**config.mk**
```make
export PLATFORM = sky130hd
export DESIGN_NAME = csv_field_splitter
export DESIGN_NICKNAME = d
export VERILOG_FILES = /design/src/rtl/csvfs_pkg.sv /design/src/rtl/csvfs_front.sv /design/src/rtl/csvfs_queue.sv /design/src/rtl/csvfs_back.sv /design/src/rtl/csv_field_splitter.sv
export SDC_FILE = /design/constraint.sdc
export NUM_CORES = 1
export LEC_CHECK = 0
export ABC_CLOCK_PERIOD_IN_PS = 6670
export BUFFER_PORTS_ARGS = -buffer_cell sky130_fd_sc_hd__buf_2
export CAP_MARGIN = 20
export CORE_ASPECT_RATIO = 0.75
export CORE_MARGIN = 2
export CORE_UTILIZATION = 60
export CTS_BUF_LIST = sky130_fd_sc_hd__clkbuf_4
export CTS_CLUSTER_DIAMETER = 50
export CTS_CLUSTER_SIZE = 14
export DETAILED_ROUTE_END_ITERATION = 6
export GPL_ROUTABILITY_DRIVEN = 0
export PLACE_DENSITY = 0.89
export REMOVE_ABC_BUFFERS = 1
export SYNTH_ARGS = -nofsm -noshare
export SYNTH_HDL_FRONTEND = slang
export SYNTH_HIERARCHICAL = 1
export SYNTH_SLANG_ARGS = --single-unit
```
**constraint.sdc**
```tcl
create_clock -name aclk -period 6.67 [get_ports aclk]
set_input_delay 0.3335 -clock aclk [delete_from_list [all_inputs] [get_ports aclk]]
set_output_delay 0.3335 -clock aclk [all_outputs]
set_load 0.1 [all_outputs]
```
**src/rtl/csvfs_pkg.sv**
```systemverilog
// csvfs_pkg: shared types and constants for the CSV field splitter.
// Used by csvfs_front, csvfs_queue, csvfs_back and csv_field_splitter.
// No dependencies.
package csvfs_pkg;

    localparam int BYTE_W  = 8;
    localparam int COL_W   = 6;   // result column width
    localparam int POS_W   = 7;   // field position / column count width
    localparam int ROW_W   = 32;
    localparam int IDX_W   = 3;   // configuration register index width
    localparam int COL_CAP = 64;  // columns that the result column field can address

    localparam int QUEUE_DEPTH = 4;  // power of two

    // Configuration register indexes
    localparam logic [IDX_W-1:0] CFG_DELIMITER  = 3'd0;
    localparam logic [IDX_W-1:0] CFG_QUOTE      = 3'd1;
    localparam logic [IDX_W-1:0] CFG_QUOTE_EN   = 3'd2;
    localparam logic [IDX_W-1:0] CFG_ESCAPE     = 3'd3;
    localparam logic [IDX_W-1:0] CFG_ESCAPE_EN  = 3'd4;
    localparam logic [IDX_W-1:0] CFG_COLUMNS    = 3'd5;

    // Reset values
    localparam logic [BYTE_W-1:0] RST_DELIMITER = 8'd44;
    localparam logic [BYTE_W-1:0] RST_QUOTE     = 8'd34;
    localparam logic              RST_QUOTE_EN  = 1'b1;
    localparam logic [BYTE_W-1:0] RST_ESCAPE    = 8'd92;
    localparam logic              RST_ESCAPE_EN = 1'b0;
    localparam logic [POS_W-1:0]  RST_COLUMNS   = 7'd1;

    // Result kind codes
    localparam logic KIND_DATA      = 1'b0;
    localparam logic KIND_FIELD_END = 1'b1;

    typedef struct packed {
        logic [BYTE_W-1:0] delimiter_code;
        logic [BYTE_W-1:0] quote_code;
        logic              quote_enable;
        logic [BYTE_W-1:0] escape_code;
        logic              escape_enable;
        logic [POS_W-1:0]  column_count;
    } cfg_t;

    typedef enum logic [1:0] {
        CMD_DATA,
        CMD_FIELD_END,
        CMD_ROW_END
    } cmd_kind_t;

    // One queued command: a single result, or a run of field ends that
    // closes a row from start_col up to end_col.
    typedef struct packed {
        cmd_kind_t         kind;
        logic [BYTE_W-1:0] data_byte;
        logic [COL_W-1:0]  start_col;
        logic [COL_W-1:0]  end_col;
        logic [ROW_W-1:0]  row_number;
    } cmd_t;

    typedef struct packed {
        logic full;
        logic empty;
    } q_status_t;

endpackage

```
**src/rtl/csvfs_front.sv**
```systemverilog
// csvfs_front: accepts line bytes, tracks escape/quote/column state and
// turns each byte or end of line into at most one queued command.
// Depends on csvfs_pkg.
module csvfs_front #(
    parameter int MAX_COLUMNS = 64
) (
    input  logic                         aclk,
    input  logic                         aresetn,
    input  logic                         s_tvalid,
    output logic                         s_tready,
    input  logic [csvfs_pkg::BYTE_W-1:0] s_tdata,   // [7:0] char_code
    input  logic [0:0]                   s_tuser,   // [0] line_end
    input  csvfs_pkg::cfg_t              cfg,
    input  csvfs_pkg::q_status_t         q_status,
    output logic                         push,
    output csvfs_pkg::cmd_t              push_cmd
);
    import csvfs_pkg::*;

    localparam int COL_LIMIT = (MAX_COLUMNS < COL_CAP) ? MAX_COLUMNS : COL_CAP;

    logic             escape_pending_reg, escape_pending_next;
    logic             inside_quotes_reg, inside_quotes_next;
    logic             line_started_reg, line_started_next;
    logic [POS_W-1:0] field_position_reg, field_position_next;
    logic [ROW_W-1:0] rows_done_reg, rows_done_next;

    logic             accept;
    logic [POS_W-1:0] ncols;
    logic [POS_W-1:0] last_col;
    logic [POS_W-1:0] start_pos;
    logic             emit_data;

    assign s_tready = !q_status.full;
    assign accept   = s_tvalid && s_tready;

    always_comb begin
        // zero acts as one, then clamp to the supported column limit
        ncols = (cfg.column_count == '0) ? POS_W'(1) : cfg.column_count;
        if (ncols > POS_W'(COL_LIMIT)) begin
            ncols = POS_W'(COL_LIMIT);
        end
        last_col  = ncols - POS_W'(1);
        start_pos = (field_position_reg > last_col) ? last_col : field_position_reg;
    end

    always_comb begin
        escape_pending_next = escape_pending_reg;
        inside_quotes_next  = inside_quotes_reg;
        line_started_next   = line_started_reg;
        field_position_next = field_position_reg;
        rows_done_next      = rows_done_reg;
        push                = 1'b0;
        emit_data           = 1'b0;
        push_cmd.kind       = CMD_DATA;
        push_cmd.data_byte  = s_tdata;
        push_cmd.start_col  = field_position_reg[COL_W-1:0];
        push_cmd.end_col    = last_col[COL_W-1:0];
        push_cmd.row_number = rows_done_reg;

        if (accept) begin
            if (s_tuser[0]) begin
                if (line_started_reg) begin
                    push                = 1'b1;
                    push_cmd.kind       = CMD_ROW_END;
                    push_cmd.start_col  = start_pos[COL_W-1:0];
                    rows_done_next      = rows_done_reg + ROW_W'(1);
                    escape_pending_next = 1'b0;
                    inside_quotes_next  = 1'b0;
                    line_started_next   = 1'b0;
                    field_position_next = '0;
                end
            end else begin
                line_started_next = 1'b1;
                if (escape_pending_reg) begin
                    escape_pending_next = 1'b0;
                    emit_data           = 1'b1;
                end else if (cfg.escape_enable && s_tdata == cfg.escape_code) begin
                    escape_pending_next = 1'b1;
                end else if (cfg.quote_enable && s_tdata == cfg.quote_code) begin
                    inside_quotes_next = !inside_quotes_reg;
                end else if (!inside_quotes_reg && s_tdata == cfg.delimiter_code) begin
                    if (field_position_reg < ncols) begin
                        // the last column is closed only at end of line
                        if ((field_position_reg + POS_W'(1)) < ncols) begin
                            push          = 1'b1;
                            push_cmd.kind = CMD_FIELD_END;
                        end
                        field_position_next = field_position_reg + POS_W'(1);
                    end
                end else begin
                    emit_data = 1'b1;
                end

                if (emit_data && field_position_reg < ncols) begin
                    push          = 1'b1;
                    push_cmd.kind = CMD_DATA;
                end
            end
        end
    end

    always_ff @(posedge aclk) begin
        if (!aresetn) begin
            escape_pending_reg <= 1'b0;
            inside_quotes_reg  <= 1'b0;
            line_started_reg   <= 1'b0;
            field_position_reg <= '0;
            rows_done_reg      <= '0;
        end else begin
            escape_pending_reg <= escape_pending_next;
            inside_quotes_reg  <= inside_quotes_next;
            line_started_reg   <= line_started_next;
            field_position_reg <= field_position_next;
            rows_done_reg      <= rows_done_next;
        end
    end

endmodule

```
**src/rtl/csvfs_queue.sv**
```systemverilog
// csvfs_queue: small command FIFO between the front and back parts.
// Depends on csvfs_pkg (cmd_t, q_status_t, QUEUE_DEPTH).
module csvfs_queue (
    input  logic                 aclk,
    input  logic                 aresetn,
    input  logic                 push,
    input  csvfs_pkg::cmd_t      push_cmd,
    input  logic                 pop,
    output csvfs_pkg::cmd_t      head_cmd,
    output csvfs_pkg::q_status_t q_status
);
    import csvfs_pkg::*;

    localparam int PTR_W = $clog2(QUEUE_DEPTH);
    localparam int CNT_W = $clog2(QUEUE_DEPTH + 1);

    cmd_t             entry_reg [QUEUE_DEPTH];
    logic [PTR_W-1:0] wr_ptr_reg, wr_ptr_next;
    logic [PTR_W-1:0] rd_ptr_reg, rd_ptr_next;
    logic [CNT_W-1:0] count_reg, count_next;

    logic do_push, do_pop;

    assign q_status.full  = (count_reg == CNT_W'(QUEUE_DEPTH));
    assign q_status.empty = (count_reg == '0);
    assign head_cmd       = entry_reg[rd_ptr_reg];

    assign do_push = push && !q_status.full;
    assign do_pop  = pop && !q_status.empty;

    always_comb begin
        wr_ptr_next = do_push ? wr_ptr_reg + PTR_W'(1) : wr_ptr_reg;
        rd_ptr_next = do_pop  ? rd_ptr_reg + PTR_W'(1) : rd_ptr_reg;
        count_next  = count_reg;
        if (do_push && !do_pop) begin
            count_next = count_reg + CNT_W'(1);
        end else if (do_pop && !do_push) begin
            count_next = count_reg - CNT_W'(1);
        end
    end

    always_ff @(posedge aclk) begin
        if (do_push) begin
            entry_reg[wr_ptr_reg] <= push_cmd;
        end
    end

    always_ff @(posedge aclk) begin
        if (!aresetn) begin
            wr_ptr_reg <= '0;
            rd_ptr_reg <= '0;
            count_reg  <= '0;
        end else begin
            wr_ptr_reg <= wr_ptr_next;
            rd_ptr_reg <= rd_ptr_next;
            count_reg  <= count_next;
        end
    end

endmodule

```
**src/rtl/csvfs_back.sv**
```systemverilog
// csvfs_back: drains queued commands into the result stream, expanding a
// row end into one field end per remaining column. Registered output.
// Depends on csvfs_pkg.
module csvfs_back (
    input  logic                 aclk,
    input  logic                 aresetn,
    input  csvfs_pkg::cmd_t      head_cmd,
    input  csvfs_pkg::q_status_t q_status,
    output logic                 pop,
    output logic                 m_tvalid,
    input  logic                 m_tready,
    // [7:0] data_byte, [13:8] column, [45:14] row_number, [47:46] zero
    output logic [47:0]          m_tdata,
    output logic [0:0]           m_tuser,  // [0] kind
    output logic                 m_tlast   // row_last
);
    import csvfs_pkg::*;

    logic              valid_reg, valid_next;
    logic              kind_reg, kind_next;
    logic [BYTE_W-1:0] byte_reg, byte_next;
    logic [COL_W-1:0]  col_reg, col_next;
    logic              last_reg, last_next;
    logic [ROW_W-1:0]  row_reg, row_next;

    // padding run in progress
    logic              iter_active_reg, iter_active_next;
    logic [COL_W-1:0]  iter_col_reg, iter_col_next;
    logic [COL_W-1:0]  iter_end_reg, iter_end_next;
    logic [ROW_W-1:0]  iter_row_reg, iter_row_next;

    logic out_free;

    assign out_free = !valid_reg || m_tready;

    always_comb begin
        valid_next       = valid_reg;
        kind_next        = kind_reg;
        byte_next        = byte_reg;
        col_next         = col_reg;
        last_next        = last_reg;
        row_next         = row_reg;
        iter_active_next = iter_active_reg;
        iter_col_next    = iter_col_reg;
        iter_end_next    = iter_end_reg;
        iter_row_next    = iter_row_reg;
        pop              = 1'b0;

        if (out_free) begin
            if (iter_active_reg) begin
                valid_next       = 1'b1;
                kind_next        = KIND_FIELD_END;
                byte_next        = '0;
                col_next         = iter_col_reg;
                last_next        = (iter_col_reg == iter_end_reg);
                row_next         = iter_row_reg;
                iter_active_next = (iter_col_reg != iter_end_reg);
                iter_col_next    = iter_col_reg + COL_W'(1);
            end else if (!q_status.empty) begin
                pop        = 1'b1;
                valid_next = 1'b1;
                col_next   = head_cmd.start_col;
                row_next   = head_cmd.row_number;
                last_next  = 1'b0;
                unique case (head_cmd.kind)
                    CMD_DATA: begin
                        kind_next = KIND_DATA;
                        byte_next = head_cmd.data_byte;
                    end
                    CMD_FIELD_END: begin
                        kind_next = KIND_FIELD_END;
                        byte_next = '0;
                    end
                    CMD_ROW_END: begin
                        kind_next = KIND_FIELD_END;
                        byte_next = '0;
                        last_next = (head_cmd.start_col == head_cmd.end_col);
                        iter_active_next = (head_cmd.start_col != head_cmd.end_col);
                        iter_col_next    = head_cmd.start_col + COL_W'(1);
                        iter_end_next    = head_cmd.end_col;
                        iter_row_next    = head_cmd.row_number;
                    end
                    default: begin
                        pop        = 1'b0;
                        valid_next = 1'b0;
                    end
                endcase
            end else begin
                valid_next = 1'b0;
            end
        end
    end

    always_ff @(posedge aclk) begin
        if (!aresetn) begin
            valid_reg       <= 1'b0;
            iter_active_reg <= 1'b0;
        end else begin
            valid_reg       <= valid_next;
            iter_active_reg <= iter_active_next;
        end
        kind_reg     <= kind_next;
        byte_reg     <= byte_next;
        col_reg      <= col_next;
        last_reg     <= last_next;
        row_reg      <= row_next;
        iter_col_reg <= iter_col_next;
        iter_end_reg <= iter_end_next;
        iter_row_reg <= iter_row_next;
    end

    assign m_tvalid   = valid_reg;
    assign m_tdata    = {2'b00, row_reg, col_reg, byte_reg};
    assign m_tuser[0] = kind_reg;
    assign m_tlast    = last_reg;

endmodule

```
**src/rtl/csv_field_splitter.sv**
```systemverilog
// csv_field_splitter: top level of the CSV field splitter.
// Depends on csvfs_pkg, csvfs_front, csvfs_queue and csvfs_back.
//
// Splits a byte stream into CSV fields. Each input transaction is one line
// byte (s_tuser[0] = 0) or an end-of-line marker (s_tuser[0] = 1). The
// front part classifies one item per cycle while the queue is not full and
// posts at most one command into a 4-entry queue; the back part emits one
// result per cycle from a registered output while m_tready is high. Bytes are
// taken at one per cycle while the queue is not full. An end of line that
// closes a row at column p of n columns yields n - min(p, n - 1) result
// transactions, one field end per column up to the last, and the input stalls
// once the queue fills behind it. Configuration writes are accepted every
// cycle and are meant to be issued only while the block is idle. There is no post-reset clearing pass.
module csv_field_splitter #(
    parameter int MAX_COLUMNS = 64
) (
    input  logic                           aclk,
    input  logic                           aresetn,
    // input stream
    input  logic                           s_tvalid,
    output logic                           s_tready,
    input  logic [7:0]                     s_tdata,   // [7:0] char_code
    input  logic [0:0]                     s_tuser,   // [0] line_end
    // result stream
    output logic                           m_tvalid,
    input  logic                           m_tready,
    // [7:0] data_byte, [13:8] column, [45:14] row_number, [47:46] zero
    output logic [47:0]                    m_tdata,
    output logic [0:0]                     m_tuser,   // [0] kind
    output logic                           m_tlast,   // row_last
    // configuration write channel
    input  logic                           cfg_valid,
    output logic                           cfg_ready,
    input  logic [csvfs_pkg::IDX_W-1:0]    cfg_index,
    input  logic [7:0]                     cfg_data
);
    import csvfs_pkg::*;

    cfg_t      cfg_reg, cfg_next;
    q_status_t q_status;
    cmd_t      push_cmd;
    cmd_t      head_cmd;
    logic      push;
    logic      pop;

    assign cfg_ready = 1'b1;

    always_comb begin
        cfg_next = cfg_reg;
        if (cfg_valid && cfg_ready) begin
            unique case (cfg_index)
                CFG_DELIMITER: cfg_next.delimiter_code = cfg_data;
                CFG_QUOTE:     cfg_next.quote_code     = cfg_data;
                CFG_QUOTE_EN:  cfg_next.quote_enable   = cfg_data[0];
                CFG_ESCAPE:    cfg_next.escape_code    = cfg_data;
                CFG_ESCAPE_EN: cfg_next.escape_enable  = cfg_data[0];
                CFG_COLUMNS:   cfg_next.column_count   = cfg_data[POS_W-1:0];
                default:       cfg_next = cfg_reg;
            endcase
        end
    end

    always_ff @(posedge aclk) begin
        if (!aresetn) begin
            cfg_reg.delimiter_code <= RST_DELIMITER;
            cfg_reg.quote_code     <= RST_QUOTE;
            cfg_reg.quote_enable   <= RST_QUOTE_EN;
            cfg_reg.escape_code    <= RST_ESCAPE;
            cfg_reg.escape_enable  <= RST_ESCAPE_EN;
            cfg_reg.column_count   <= RST_COLUMNS;
        end else begin
            cfg_reg <= cfg_next;
        end
    end

    csvfs_front #(
        .MAX_COLUMNS(MAX_COLUMNS)
    ) u_front (
        .aclk     (aclk),
        .aresetn  (aresetn),
        .s_tvalid (s_tvalid),
        .s_tready (s_tready),
        .s_tdata  (s_tdata),
        .s_tuser  (s_tuser),
        .cfg      (cfg_reg),
        .q_status (q_status),
        .push     (push),
        .push_cmd (push_cmd)
    );

    csvfs_queue u_queue (
        .aclk     (aclk),
        .aresetn  (aresetn),
        .push     (push),
        .push_cmd (push_cmd),
        .pop      (pop),
        .head_cmd (head_cmd),
        .q_status (q_status)
    );

    csvfs_back u_back (
        .aclk     (aclk),
        .aresetn  (aresetn),
        .head_cmd (head_cmd),
        .q_status (q_status),
        .pop      (pop),
        .m_tvalid (m_tvalid),
        .m_tready (m_tready),
        .m_tdata  (m_tdata),
        .m_tuser  (m_tuser),
        .m_tlast  (m_tlast)
    );

    // front never posts into a full queue
    a_no_overflow: assert property (@(posedge aclk) disable iff (!aresetn)
        push |-> !q_status.full)
        else $error("command pushed into full queue");

    // back never pops an empty queue
    a_no_underflow: assert property (@(posedge aclk) disable iff (!aresetn)
        pop |-> !q_status.empty)
        else $error("command popped from empty queue");

    // a row-closing result is always a field end with a zero data byte
    a_last_is_field_end: assert property (@(posedge aclk) disable iff (!aresetn)
        (m_tvalid && m_tlast) |-> (m_tuser[0] == KIND_FIELD_END && m_tdata[7:0] == 8'd0))
        else $error("row_last on a data result");

endmodule

```
Word-level counts from Yosys, hierarchy flattened
Memories as Yosys holds them, arrays and structs flattened. A register that Yosys moved wholly into a read port is not among the register bits.
Index checks and enable logic that the tools add are counted.
{"block": "classes", "add_sub_neg": 9, "order_cmp": 4, "n_eq_ne": 20, "mux": 76, "bitwise_logic": 2, "reduce_logical": 42}
{"cell": "two-way mux 32 bit", "count": 2}
{"cell": "two-way mux 7 bit", "count": 9}
{"cell": "two-way mux 6 bit", "count": 9}
{"cell": "two-way mux 1 bit", "count": 40}
{"cell": "adder 32 x 1 -> 32 bit (second input constant)", "count": 1}
{"cell": "== test 8 bit", "count": 3}
{"cell": "two-way mux 2 bit", "count": 11}
{"cell": "case mux 8 bit (2 select lines)", "count": 1}
{"cell": "AND reduction 2 bit", "count": 8}
{"cell": "< comparator 7 bit", "count": 2}
{"cell": "adder 6 x 1 -> 6 bit (second input constant)", "count": 2}
{"cell": "== test 6 bit", "count": 2}
{"cell": "!= test 6 bit", "count": 2}
{"cell": "nonzero test 2 bit", "count": 5}
{"cell": "== test 3 bit (second input constant)", "count": 3}
{"cell": "logical AND 1 bit", "count": 9}
{"cell": "AND reduction 3 bit", "count": 3}
{"cell": "two-way mux 8 bit", "count": 1}
{"cell": "!= test 2 bit (second input constant)", "count": 4}
{"cell": "adder 7 x 1 -> 7 bit (second input constant)", "count": 1}
{"cell": "greater-than comparator 7 bit", "count": 1}
{"cell": "greater-than comparator 7 bit (second input constant)", "count": 1}
{"cell": "zero test 7 bit", "count": 1}
{"cell": "AND reduction 7 bit", "count": 1}
{"cell": "other kinds (21)", "count": 31}
{"block": "word_totals", "ff_bits": 176, "mem_bits_rw": 216, "out_inout_bits": 53, "wordCells": 178, "n_memories": 1}
{"memory": "u_queue.entry_reg", "depth": 4, "word_bits": 54, "read_ports": 1, "rd_ports_with_merged_regs": 1, "wr": 1, "line_no": "csvfs_queue.sv:17", "rtl": "cmd_t entry_reg [QUEUE_DEPTH];"}

Longest topological paths before layout
{"block": "logic_depth", "depth_word": 19, "depth_mapped": 20}

Hierarchy
The synthesis kept the hierarchy.
{"mod": "csvfs_queue", "n_inst": 1, "cells_each": 330, "area_per_inst_um2": 8326.7}
{"mod": "csvfs_back", "n_inst": 1, "cells_each": 201, "area_per_inst_um2": 3719.8}
{"mod": "csvfs_front", "n_inst": 1, "cells_each": 367, "area_per_inst_um2": 3120.5}
{"mod": "csv_field_splitter", "n_inst": 1, "cells_each": 132, "area_per_inst_um2": 1347.5}

Worst setup path after synthesis
No wires, ideal clock.
{"block": "synth_timing", "kind": "register -> register", "start": "register (tool-made name)", "end": "register u_back.iter_end_reg[0] (enable)", "setup_time_ns": 0.458, "arrival_ns": 3.636, "t_required_ns": 6.212, "path_slack_ns": 2.576, "stages_incl_launch_ff": 7, "path_buffers": 2, "synth_period_minus_slack_ns": 4.094, "cell_sequence": "dfxtp_1 buf_6 buf_12 mux4_2 inv_1 ha_1 nor4b_2"}
{"element": "to (signal assigned)", "line_no": "csvfs_back.sv:108", "rtl": "iter_end_reg <= iter_end_next;"}
{"element": "to (decl)", "line_no": "csvfs_back.sv:29", "rtl": "logic [COL_W-1:0] iter_end_reg, iter_end_next;"}

Worst setup path in the final report
{"block": "layout_timing", "start": "register u_front.field_position_reg[2]", "end": "memory u_queue/entry_reg[0][34] in the netlist's numbering (enable)"}
{"block": "layout_between", "elab_chain_cells": 14}
{"element": "from (decl)", "line_no": "csvfs_front.sv:25", "rtl": "logic [POS_W-1:0] field_position_reg, field_position_next;"}
{"element": "from (signal assigned)", "line_no": "csvfs_front.sv:114", "rtl": "field_position_reg <= field_position_next;"}
{"element": "adder 7 x 1 -> 7 bit", "line_no": "csvfs_front.sv:85", "rtl": "if ((field_position_reg + POS_W'(1)) < ncols) begin"}
{"element": "< comparator 7 bit", "line_no": "csvfs_front.sv:85"}
{"element": "two-way mux 1 bit", "line_no": "csvfs_front.sv:85"}
{"element": "two-way mux 1 bit", "line_no": "csvfs_front.sv:83", "rtl": "if (field_position_reg < ncols) begin"}
{"element": "two-way mux 1 bit", "line_no": "csvfs_front.sv:82", "rtl": "end else if (!inside_quotes_reg && s_tdata == cfg.delimiter_code) begin"}
{"element": "two-way mux 1 bit", "line_no": "csvfs_front.sv:80", "rtl": "end else if (cfg.quote_enable && s_tdata == cfg.quote_code) begin"}
{"element": "two-way mux 1 bit", "line_no": "csvfs_front.sv:78", "rtl": "end else if (cfg.escape_enable && s_tdata == cfg.escape_code) begin"}
{"element": "two-way mux 1 bit", "line_no": "csvfs_front.sv:75", "rtl": "if (escape_pending_reg) begin"}
{"element": "two-way mux 1 bit (*)", "line_no": "csvfs_front.sv:95", "rtl": "if (emit_data && field_position_reg < ncols) begin"}
{"element": "two-way mux 1 bit (*)", "line_no": "csvfs_front.sv:62", "rtl": "if (s_tuser[0]) begin"}
{"element": "two-way mux 1 bit (*)", "line_no": "csvfs_front.sv:61", "rtl": "if (accept) begin"}
{"element": "net push", "line_no": "csv_field_splitter.sv:43", "rtl": "logic push;"}
{"element": "logical AND 1 bit (*)", "line_no": "csvfs_queue.sv:28", "rtl": "assign do_push = push && !q_status.full;"}
{"element": "two-way mux 1 bit (*)", "line_no": "csvfs_queue.sv:43", "rtl": "if (do_push) begin"}
{"element": "two-way mux 1 bit (not written as such) (*)", "line_no": "csvfs_queue.sv:44", "rtl": "entry_reg[wr_ptr_reg] <= push_cmd;"}
{"element": "to (decl)", "line_no": "csvfs_queue.sv:17"}
Mark *: on every way through the listed nets, which the timed path passes. The rest lies on a longest branch.

==> qor.yml <==
final_layout:
  nets: 1186
  final_common_cell: "edfxtp_1"
  drive_gt1_frac: 0.235
  multi_input_area_um2: 5110
  regArea_um2: 11000
  stdcell_count: 1507
  final_cell_mix: "edfxtp_1, dfxtp_1, buf_2, nand2_1, clkbuf_4"
  fillers: 1762
  largest_reg_flops: 216
  synthToLayoutAreaGrowth_pct: 7.78
global_routing:
  antenna_found_initial: 2
  grt.overflow.total: 0
  grt-busiest-layer: "met2"
  grt_pass1_vias: 8961
  met3_usage: 0.0365
  grt_pass1_wl_um: 49000
  grt_use_total: 0.220
  met1_usage: 0.323
  met2_usage: 0.346
  grt_max_degree: 71
floorplanning:
  dieArea_um2: 28900
  dieHeight_um: 148
  fp-row-count: 52
  die_w_um: 196
  initial_core_util: 0.612
  fp.coreArea_um2: 27000
  ios: 78
clock_network:
  insertion_delay_ps: 670
  cts_sinks: 394
  htreeDepth: 2
  clkTransAtPathRegs_ps: 140
  cts_resized: 0
  clockBufferDepth: 3
  numCtsBuffers: 37
  cts_tree: "done"
  cts_root_buf: "clkbuf_4"
drt:
  route.detailed.drc: 0
  vias_per_cell: 5.98
  drt_wl_total_um: 31200
  drt_first_pass_iters: 6
  wl_per_cell_um: 20.7
  detail_route.iter0.violations: 781
  ant_nets: 0
  vias: 9006
worst_setup_path:
  rr_startpoint: "u_front/field_position_reg[2]$_SDFFE_PN0P_"
  path_depth: 13
  critPathMaxStageDelay_ps: 880
  worstPathRequired_ps: 6980
  crit_buf_inv: 1
  cp_top_family: "simple AND/OR/NAND/NOR gates"
  r2r-end: "u_queue/entry_reg[0][34]$_DFFE_PP_"
  r2r_setup_slack_ps: 2160
  worstPathCellList: "and3_1 > nand3_1 > xnor2_1 > ha_1 > a21o_1 > a211oi_1 > nand2_1 > o21ai_0 > a21oi_1 > o22ai_1 > nor2b_1 > and2_2 > buf_4"
  crit_end: "u_queue/entry_reg[0][34]$_DFFE_PP_"
  endpoint_kind: "flip-flop"
  setup.worst_path.start_class: "flip-flop"
  startpoint: "u_front/field_position_reg[2]$_SDFFE_PN0P_"
  r2r_cells: 13
  crit_type: "flip-flop to flip-flop"
  cp.arrival_ps: 4820
  cp_max_fo: 33
  critPathSlowestCell: "and2_2"
flow_run:
  maxCapViolCount: 0
sta:
  fmax_mhz: 222
  finalClockSkew_ps: 46.8
  setup_tns_ps: 0
  fin_crit_sh: 0.677
  hold_viol: 0
  finalMaxSlewViolations: 0
  rsz0062_at_grt: "no"
  worst_slew_pin_slew_ps: 1000
  setup_violations: 0
  final.min_clock_period_ps: 4510
  slew_headroom: 0.332
power:
  power.leakage_nw: 6.15
  powerDensity_nw_per_um2: 394
  power.total_mw: 7.01
  ir_drop_mv: 0.397
place:
  place_hpwl_um: 20100
  dpl.cell_count: 1419
  io_buffers: 74
synthesis:
  seq_area_frac_synth: 0.664
  avgSynthCellArea_um2: 16.0
  syn_inst: 1030
  synth_edf_count: 308
  synth_warnings: 6
  synthFlopType: "edfxtp_1"
  synth_area_leader_cell: "edfxtp_1"
  synth_seq_cells: 394
  synth_top_area_share: 0.560
  synthArstFlopShare: 0
  synth_cell_types: 77
  synth_area_leaders: "edfxtp_1, dfxtp_1, mux4_2, xnor2_1, mux2_2"
  syn_area_um2: 16500
hold_path:
  hold_path.startpoint: "cfg_index[1]"
  min_path_type: "primary input to flip-flop"
  whs_path_depth: 3
run_status:
  status: "finished clean"
==> how the worst min path moves through the flow <==
stage	endpoint	slack (ps)
finish	cfg_reg[16]$_SDFFE_PN1P_	110
global route	cfg_reg[16]$_SDFFE_PN1P_	70
CTS	cfg_reg[16]$_SDFFE_PN1P_	50
detailed placement	cfg_reg[15]$_SDFFE_PN0P_	460
global placement	cfg_reg[15]$_SDFFE_PN0P_	460
floorplan	u_queue/entry_reg[0][44]$_DFFE_PP_	430
==> worst reg2reg max path: cells and delay by family (launching register included) <==
family | cells | cell delay [ps]
AND/OR/NAND/NOR | 5 | 1820
XOR/XNOR | 1 | 230
adder cells (fa/ha/maj) | 1 | 300
buffers and inverters | 1 | 470
flip-flops | 1 | 540
AO/OA/AOI/OAI | 5 | 800
==> where the power goes <==
part / switching [mW] / leakage, nW / total, mW / internal, mW
Combinational: 1.91 / 2.31 / 2.48 / 0.572
Sequential: 0.141 / 3.53 / 3.31 / 3.17
Clock: 0.746 / 0.318 / 1.22 / 0.472
Total: 2.79 / 6.15 / 7.01 / 4.22
==> Yosys cell counts (3+ instances only) <==
master	instances
mux4_2	54
buf_12	5
a21oi_1	19
nor4_4	4
and2_1	19
ha_1	34
buf_2	11
o21a_1	5
buf_6	6
nand4_1	17
nand2_1	68
nor2_1	39
nor3_1	11
clkbuf_1	10
a21o_1	3
and4_1	5
mux2_1	3
dfxtp_1	86
or3_1	8
mux2_2	38
nor2b_1	26
inv_1	24
xor2_1	26
edfxtp_1	308
buf_4	11
a32o_1	3
xnor2_1	49
nand3_1	19
o21ai_0	12
mux2i_1	39
and3_1	8
==> cell families (layout without fill, tap and decap cells) <==
| family | count (synthesis) | in the layout | share of synthesized area |
|---|---|---|---|
| AOI/OAI and AO/OA | 67 | 67 | 0.0277 |
| DFF | 394 | 394 | 0.664 |
| buffers and inverters | 72 | 195 | 0.0274 |
| adders and majority gates | 35 | 35 | 0.0270 |
| other | 2 | 5 | 0.000455 |
| xor gates and xnor gates | 75 | 75 | 0.0398 |
| muxes | 135 | 135 | 0.126 |
| and+or+nand+nor | 250 | 250 | 0.0873 |
==> repair_timing <==
item,4_1_cts,5_1_grt
hold endpoints to repair,52,0
setup buffers,0,0
hold buffers,19,0
==> metrics by stage <==
step / hold WS, ps / setup slack [ps] / area (µm²) / util
2_1_floorplan: 432 / 727 / 16200 / -
3_3_place_gp: 456 / 2410 / 17100 / 0.632
3_5_place_dp: 460 / 2270 / 17100 / 0.632
4_1_cts: 47.0 / 2160 / 17800 / 0.659
5_1_grt: 74.6 / 1860 / 17800 / 0.659
6_report: 107 / 2160 / 17800 / 0.659
==> routing by layer <==
| metal | vias to the layer above | wire length [µm] |
|---|---|---|
| met5 | - | 0 |
| met4 | 0 | 654 |
| met3 | 51 | 1940 |
| met2 | 296 | 14500 |
| met1 | 4556 | 14100 |
| li1 | 4103 | - |
==> cell type report <==
class,instances,share of cell area
Antenna cell,2,0.000281
Clock buffer,55,0.0232
Clock inverter,12,0.00738
Inverter,26,0.00548
Multi-Input combinational cell,565,0.287
Sequential cell,394,0.617
Tap cell,351,0.0247
Timing Repair Buffer,102,0.0353
No activity file was read; power rests on OpenSTA's default activity.
